===== src/hw/rtl/mos_pkg.sv =====
// Shared types and constants for the generic on/off server.
package mos_pkg;

    localparam logic [1:0] OP_GET       = 2'd0;
    localparam logic [1:0] OP_SET_ACK   = 2'd1;
    localparam logic [1:0] OP_SET_UNACK = 2'd2;
    localparam logic [1:0] OP_TICK      = 2'd3;

    localparam int TIME_W   = 26;
    localparam int DELAY_W  = 11;
    localparam int RES_W    = 20;
    localparam int RECIP_W  = 28;
    localparam int YS_W     = 20;
    localparam int PROD_W   = YS_W + RECIP_W;
    localparam int RECIP_SH = 32;

    localparam logic [5:0] STEPS_PROHIBITED = 6'h3f;
    localparam logic [7:0] CODE_OVERFLOW    = 8'h3f;
    localparam logic [7:0] DELAY_UNIT_MS    = 8'd5;

    // Step resolutions: 100 ms, 1 s, 10 s, 10 min
    localparam logic [RES_W-1:0] RES_MS [4] = '{
        20'd100, 20'd1000, 20'd10000, 20'd600000
    };

    // 63 steps at each resolution
    localparam logic [TIME_W-1:0] RES_LIMIT [4] = '{
        26'd6300, 26'd63000, 26'd630000, 26'd37800000
    };

    // Resolution = 2^RES_SHIFT * odd part; RES_RECIP = ceil(2^32 / odd part)
    localparam logic [2:0] RES_SHIFT [4] = '{3'd2, 3'd3, 3'd4, 3'd6};
    localparam logic [RECIP_W-1:0] RES_RECIP [4] = '{
        28'd171798692, 28'd34359739, 28'd6871948, 28'd458130
    };

    typedef struct packed {
        logic [1:0]  opcode;
        logic        new_value;
        logic [7:0]  transaction_id;
        logic [15:0] source_address;
        logic        has_timing;
        logic [7:0]  transition_code;
        logic [7:0]  delay_code;
    } t_in_item;

    typedef struct packed {
        logic       status_valid;
        logic       present_value;
        logic       has_target;
        logic       target_value;
        logic [7:0] remaining_code;
        logic       led_on;
    } t_out_item;

endpackage


===== src/hw/rtl/mesh_onoff_server_unit.sv =====
// Generic on/off server: set filtering, delay and transition timer, status encoder.
// A transaction accepted into the input register has its result registered in the
// result register. Throughput: one transaction per cycle unless i_stall holds the
// output; the two registers form two stages, and server state updates in the second.
// Reset: synchronous, active low; clears both stage valids and all server state.
module mesh_onoff_server_unit (
    input  logic                i_clk,
    input  logic                i_rst_n,
    input  logic                i_valid,
    output logic                o_stall,
    input  mos_pkg::t_in_item   i_item,
    output logic                o_valid,
    input  logic                i_stall,
    output mos_pkg::t_out_item  o_result
);

    typedef struct packed {
        logic [1:0]                    op;
        logic                          val;
        logic [7:0]                    tid;
        logic [15:0]                   src;
        logic                          ignore;
        logic [mos_pkg::TIME_W-1:0]    trans_ms;
        logic [mos_pkg::DELAY_W-1:0]   delay_ms;
    } t_stage;

    logic                           r_s1_valid;
    t_stage                         r_s1;
    t_stage                         n_s1;
    logic                           r_out_valid;
    mos_pkg::t_out_item             r_out;
    mos_pkg::t_out_item             n_out;

    logic                           r_cur;
    logic [7:0]                     r_last_tid;
    logic [15:0]                    r_last_src;
    logic [mos_pkg::TIME_W-1:0]     r_pend;
    logic [mos_pkg::TIME_W-1:0]     r_timer;
    logic                           r_armed;
    logic                           r_led;

    logic                           n_cur;
    logic [7:0]                     n_last_tid;
    logic [15:0]                    n_last_src;
    logic [mos_pkg::TIME_W-1:0]     n_pend;
    logic [mos_pkg::TIME_W-1:0]     n_timer;
    logic                           n_armed;
    logic                           n_led;

    logic                           in_acc;
    logic                           s1_adv;
    logic [5:0]                     in_steps;
    logic [1:0]                     in_res;

    logic                           is_set;
    logic                           set_take;
    logic                           fire;
    logic                           status_en;
    logic [mos_pkg::TIME_W-1:0]     tick_timer;
    logic [mos_pkg::TIME_W-1:0]     rem;
    logic [1:0]                     enc_sel;
    logic                           enc_over;
    logic [mos_pkg::TIME_W-1:0]     enc_y;
    logic [mos_pkg::YS_W-1:0]       enc_ys;
    logic [mos_pkg::PROD_W-1:0]     enc_prod;
    logic [7:0]                     enc_code;

    assign s1_adv  = r_s1_valid && (!r_out_valid || !i_stall);
    assign o_stall = r_s1_valid && r_out_valid && i_stall;
    assign in_acc  = i_valid && !o_stall;
    assign o_valid  = r_out_valid;
    assign o_result = r_out;

    // Input stage: decode transition time and delay
    assign in_steps = i_item.transition_code[5:0];
    assign in_res   = i_item.transition_code[7:6];

    always_comb begin
        n_s1.op     = i_item.opcode;
        n_s1.val    = i_item.new_value;
        n_s1.tid    = i_item.transaction_id;
        n_s1.src    = i_item.source_address;
        n_s1.ignore = i_item.has_timing && (in_steps == mos_pkg::STEPS_PROHIBITED);
        if (i_item.has_timing) begin
            n_s1.trans_ms = mos_pkg::TIME_W'(in_steps)
                          * mos_pkg::TIME_W'(mos_pkg::RES_MS[in_res]);
            n_s1.delay_ms = mos_pkg::DELAY_W'(i_item.delay_code)
                          * mos_pkg::DELAY_W'(mos_pkg::DELAY_UNIT_MS);
        end else begin
            n_s1.trans_ms = '0;
            n_s1.delay_ms = '0;
        end
    end

    // Second stage: state update, status, expiry
    assign is_set     = (r_s1.op == mos_pkg::OP_SET_ACK) || (r_s1.op == mos_pkg::OP_SET_UNACK);
    assign set_take   = is_set && !r_s1.ignore
                      && !(r_s1.tid == r_last_tid && r_s1.src == r_last_src)
                      && (r_s1.val != r_cur);
    assign tick_timer = r_timer - mos_pkg::TIME_W'(1);
    assign status_en  = (r_s1.op == mos_pkg::OP_GET)
                      || (r_s1.op == mos_pkg::OP_SET_ACK && !r_s1.ignore);

    always_comb begin
        n_cur      = r_cur;
        n_last_tid = r_last_tid;
        n_last_src = r_last_src;
        n_pend     = r_pend;
        n_timer    = r_timer;
        n_armed    = r_armed;
        n_led      = r_led;
        fire       = 1'b0;
        if (set_take) begin
            n_cur      = r_s1.val;
            n_last_tid = r_s1.tid;
            n_last_src = r_s1.src;
            n_pend     = r_s1.trans_ms;
            n_timer    = mos_pkg::TIME_W'(r_s1.delay_ms);
            n_armed    = 1'b1;
            fire       = (r_s1.delay_ms == '0);
        end else if (r_s1.op == mos_pkg::OP_TICK && r_armed) begin
            n_timer = tick_timer;
            fire    = (tick_timer == '0);
        end

        // status sees the state before expiry
        rem = (n_armed ? n_timer : '0) + n_pend;

        if (fire) begin
            if (n_pend != '0) begin
                n_led   = 1'b1;
                n_timer = n_pend;
                n_pend  = '0;
                n_armed = 1'b1;
            end else begin
                n_led   = n_cur;
                n_armed = 1'b0;
                n_timer = '0;
            end
        end
    end

    // Remaining time encoder: ceil(rem / res) via shift and reciprocal multiply
    always_comb begin
        enc_over = 1'b0;
        if (rem < mos_pkg::RES_LIMIT[0]) begin
            enc_sel = 2'd0;
        end else if (rem < mos_pkg::RES_LIMIT[1]) begin
            enc_sel = 2'd1;
        end else if (rem < mos_pkg::RES_LIMIT[2]) begin
            enc_sel = 2'd2;
        end else begin
            enc_sel  = 2'd3;
            enc_over = (rem >= mos_pkg::RES_LIMIT[3]);
        end
        enc_y    = rem + mos_pkg::TIME_W'(mos_pkg::RES_MS[enc_sel]) - mos_pkg::TIME_W'(1);
        enc_ys   = mos_pkg::YS_W'(enc_y >> mos_pkg::RES_SHIFT[enc_sel]);
        enc_prod = mos_pkg::PROD_W'(enc_ys) * mos_pkg::PROD_W'(mos_pkg::RES_RECIP[enc_sel]);
        if (enc_over) begin
            enc_code = mos_pkg::CODE_OVERFLOW;
        end else begin
            enc_code = {enc_sel, enc_prod[mos_pkg::RECIP_SH +: 6]};
        end
    end

    always_comb begin
        n_out = '0;
        n_out.led_on = n_led;
        if (status_en) begin
            n_out.status_valid = 1'b1;
            if (rem != '0) begin
                n_out.present_value  = ~n_cur;
                n_out.has_target     = 1'b1;
                n_out.target_value   = n_cur;
                n_out.remaining_code = enc_code;
            end else begin
                n_out.present_value = n_cur;
            end
        end
    end

    always_ff @(posedge i_clk) begin
        if (!i_rst_n) begin
            r_s1_valid  <= 1'b0;
            r_out_valid <= 1'b0;
            r_cur       <= 1'b0;
            r_last_tid  <= '0;
            r_last_src  <= '0;
            r_pend      <= '0;
            r_timer     <= '0;
            r_armed     <= 1'b0;
            r_led       <= 1'b0;
        end else begin
            if (in_acc) begin
                r_s1_valid <= 1'b1;
            end else if (s1_adv) begin
                r_s1_valid <= 1'b0;
            end
            if (s1_adv) begin
                r_out_valid <= 1'b1;
                r_cur       <= n_cur;
                r_last_tid  <= n_last_tid;
                r_last_src  <= n_last_src;
                r_pend      <= n_pend;
                r_timer     <= n_timer;
                r_armed     <= n_armed;
                r_led       <= n_led;
            end else if (!i_stall) begin
                r_out_valid <= 1'b0;
            end
        end
    end

    always_ff @(posedge i_clk) begin
        if (in_acc) begin
            r_s1 <= n_s1;
        end
        if (s1_adv) begin
            r_out <= n_out;
        end
    end

endmodule


===== config.mk =====
export PLATFORM = sky130hd
export DESIGN_NAME = mesh_onoff_server_unit
export DESIGN_NICKNAME = d
export VERILOG_FILES = /design/src/hw/rtl/mos_pkg.sv /design/src/hw/rtl/mesh_onoff_server_unit.sv
export SDC_FILE = /design/constraint.sdc
export NUM_CORES = 1
export LEC_CHECK = 0
export BUFFER_PORTS_ARGS = -buffer_cell sky130_fd_sc_hd__buf_2
export CAP_MARGIN = 20
export CORE_MARGIN = 1.5
export CORE_UTILIZATION = 30
export CTS_BUF_LIST = sky130_fd_sc_hd__clkbuf_4
export DETAILED_ROUTE_END_ITERATION = 10
export SYNTH_ARGS = -nofsm -noshare
export SYNTH_HDL_FRONTEND = slang
export SYNTH_SLANG_ARGS = --single-unit
export TNS_END_PERCENT = 50

===== constraint.sdc =====
create_clock -name i_clk -period 22.2 [get_ports i_clk]
set_clock_uncertainty 0.05 [all_clocks]
set_input_delay 4.44 -clock i_clk [delete_from_list [all_inputs] [get_ports i_clk]]
set_output_delay 4.44 -clock i_clk [all_outputs]
set_load 0.1 [all_outputs]

==> metrics.txt <==
max-cap violation count 0; Slew @ Worst Pin 1.19 ns; Post-synth top cells inv_1 (635), fa_1 (393), nand2_1 (309); Worst Path Required 22.76 ns; Hold Vio Cnt, Final 0; via count 21.8k; CTS clock-pin slew for the worst setup and hold paths 0.23 ns; pin count of the biggest net entering global routing 81; vias in the first global route 22.1k; worst hold path type flop to flop; Crit Path Category flop to flop; H-tree levels 4; Residual DRC 0; Initial Util 30.3%; Critical Path Fanout Max 24; FP Rows 111; Post-Synthesis Cells 3232; Post-CTS Setup Bufs 0; Async SR Flop Fraction 0%; Netlist cell types 95; hpwl dp 68200 um; Final Cycle Share 93.4%; vias per cell 4.88; clock latency at the later pin of the worst-skew pair 0.74 ns; first-pass GRT wire length 127000 um; initial antenna violation count 9; Core Region 91800 um^2; GRT Resource Usage Total 17.4%; post_cts resized 0; normalized max-slew margin 20.9%; max-slew violation count 0; # nets final 3933; # clock sinks 157; WL/cell 18.2 um; Post-CTS Hold Buffers 0; Yosys warnings 0; Root Buffer clkbuf_4; Ports 63; CTS tree yes; most numerous cell on the critical path a21o_1; FMAX 48.2 MHz; Synth area leaders fa_1 (28%), ha_1 (12%), inv_1 (8.6%), edfxtp_1 (8.2%), dfxtp_1 (5.8%); most frequent cell after synthesis inv_1; die width 308 um; gr ovfl total 0; Bufs on Longest Clock Path 2; Vert. Die Dim 308 um; Final GP Congestion 1.04; predominant post-synthesis flop cell dfxtp_1; Crit path buffers/inverters 10; critical path data arrival time 21.29 ns; post-synth top area share 28.3%; unrepaired setup endpoints after global routing no; slowest CP cell ha_1; Net Count, Synth 3950; port bufs 62; final setup fails 0; CTS Buf Count 17; outcome finished, final reports clean; Top delay family on crit path compound AO/OA/AOI/OAI gates; Post-Syn Area 27800 um^2; Detail Route Antenna Nets 0; drt pass-1 iters 6; Setup crit start kind flop; Post-synth EDFFs 76; CP Capture Type flop; final setup TNS 0 ns; Synth Register Bits 157; share of layout cells above drive strength 1 5.36%; die area 94700 um^2; Avg Cell Area, Syn 8.62 um^2; most area-hungry cell type in the Yosys netlist fa_1; CP peak stage delay 0.83 ns; Final Critical Period 20.73 ns; final WL 81600 um; sequential area share after synthesis 14.0%; DR iter-0 viols 1724; Layout Area Growth over Synthesis 6.81%
## sequential cells by signal, summed over array words and instances, names as in the netlist
signal / count
o_result: 13
o_valid: 1
r_armed: 1
r_cur: 1
r_last_src: 16
r_last_tid: 8
r_led: 1
r_pend: 26
r_s1: 63
r_s1_valid: 1
r_timer: 26
## kinds of logic after synthesis
kind of cell | after synthesis | share of synthesized area [%]
adders and majority gates | 671 | 40.7
and+or+nand+nor | 918 | 15.6
muxes | 72 | 2.88
xor gates and xnor gates | 132 | 4.23
buffers and inverters | 768 | 10.5
DFF | 157 | 14.0
AOI/OAI and AO/OA | 514 | 12.1
## cells in the final DEF (no fill, tap or decap), types with 12 or more instances in the layout
master / netlist / final
nor4_1: 24 / 24
o21ai_0: 115 / 115
xnor2_1: 83 / 83
fa_1: 393 / 393
nand2_1: 309 / 308
nand2b_1: 47 / 47
or3_1: 15 / 15
o211ai_1: 19 / 19
ha_1: 277 / 276
or2_2: 13 / 13
or4_1: 12 / 12
mux2i_1: 60 / 60
buf_4: 2 / 21
inv_1: 635 / 635
o21bai_1: 16 / 16
nand4_1: 20 / 20
nand3_1: 42 / 42
a211oi_1: 19 / 19
a31oi_1: 12 / 12
clkbuf_4: 0 / 17
nor3_1: 59 / 59
and3_1: 18 / 18
dfxtp_1: 81 / 81
a21o_1: 39 / 39
edfxtp_1: 76 / 76
buf_2: 10 / 62
a21boi_0: 41 / 40
a21oi_1: 137 / 137
and2_1: 45 / 44
nor2b_1: 50 / 49
xor2_1: 47 / 47
nor2_1: 240 / 240
## layout make-up
type                            instances  area, um^2
Clock buffer                           17         128
Antenna cell                            1        2.50
Multi-Input combinational cell       2307       21100
Timing Repair Buffer                   83         468
Inverter                              649        2440
Tap cell                             1243        1560
Sequential cell                       157        3900
Clock inverter                         15         193
Fill cell                            9676       62100
## metal layers
metal  track usage (%)  vias to the layer above  wire, um
li1                  -                    10400         -
met1              22.6                    10600     35500
met2              28.7                      707     37700
met3              2.92                      151      5100
met4              6.76                        2      3280
met5                 0                        -        13
## worst min-delay path, delay by kind of cell, from the launching register on
kind                   cells  cell delay [ns]
and+or+nand+nor            1             0.03
buffers and inverters      1             0.05
DFF                        1             0.34
## worst paths after layout
check                           slack, ns  cells past startpoint                         to              startpoint
worst max-delay path                 1.47                     69  o_result[5]$_SDFFCE_PN0P_      r_s1[47]$_DFFE_PP_
worst min-delay path                 0.39                      2     r_pend[0]$_SDFFE_PN0P_  r_pend[0]$_SDFFE_PN0P_
worst max register to register       1.47                     69  o_result[5]$_SDFFCE_PN0P_      r_s1[47]$_DFFE_PP_
worst min register to register       0.39                      2     r_pend[0]$_SDFFE_PN0P_  r_pend[0]$_SDFFE_PN0P_
## metrics by stage
stage	hold WS, ns	setup slack [ns]	util (%)	instance area (um^2)	std cells
global route	0.409	0.372	32.4	29700	4472
CTS	0.396	1.79	32.4	29700	4471
floorplan	0.359	3.60	-	27800	3232
detailed placement	0.375	1.80	32.1	29400	4439
global placement	0.375	2.33	32.1	29400	4439
finish	0.392	1.47	32.4	29700	4472
Power is left out: the tool's default activity adds up to more than one toggle a clock period on the data nets, which glitch-free logic cannot reach.
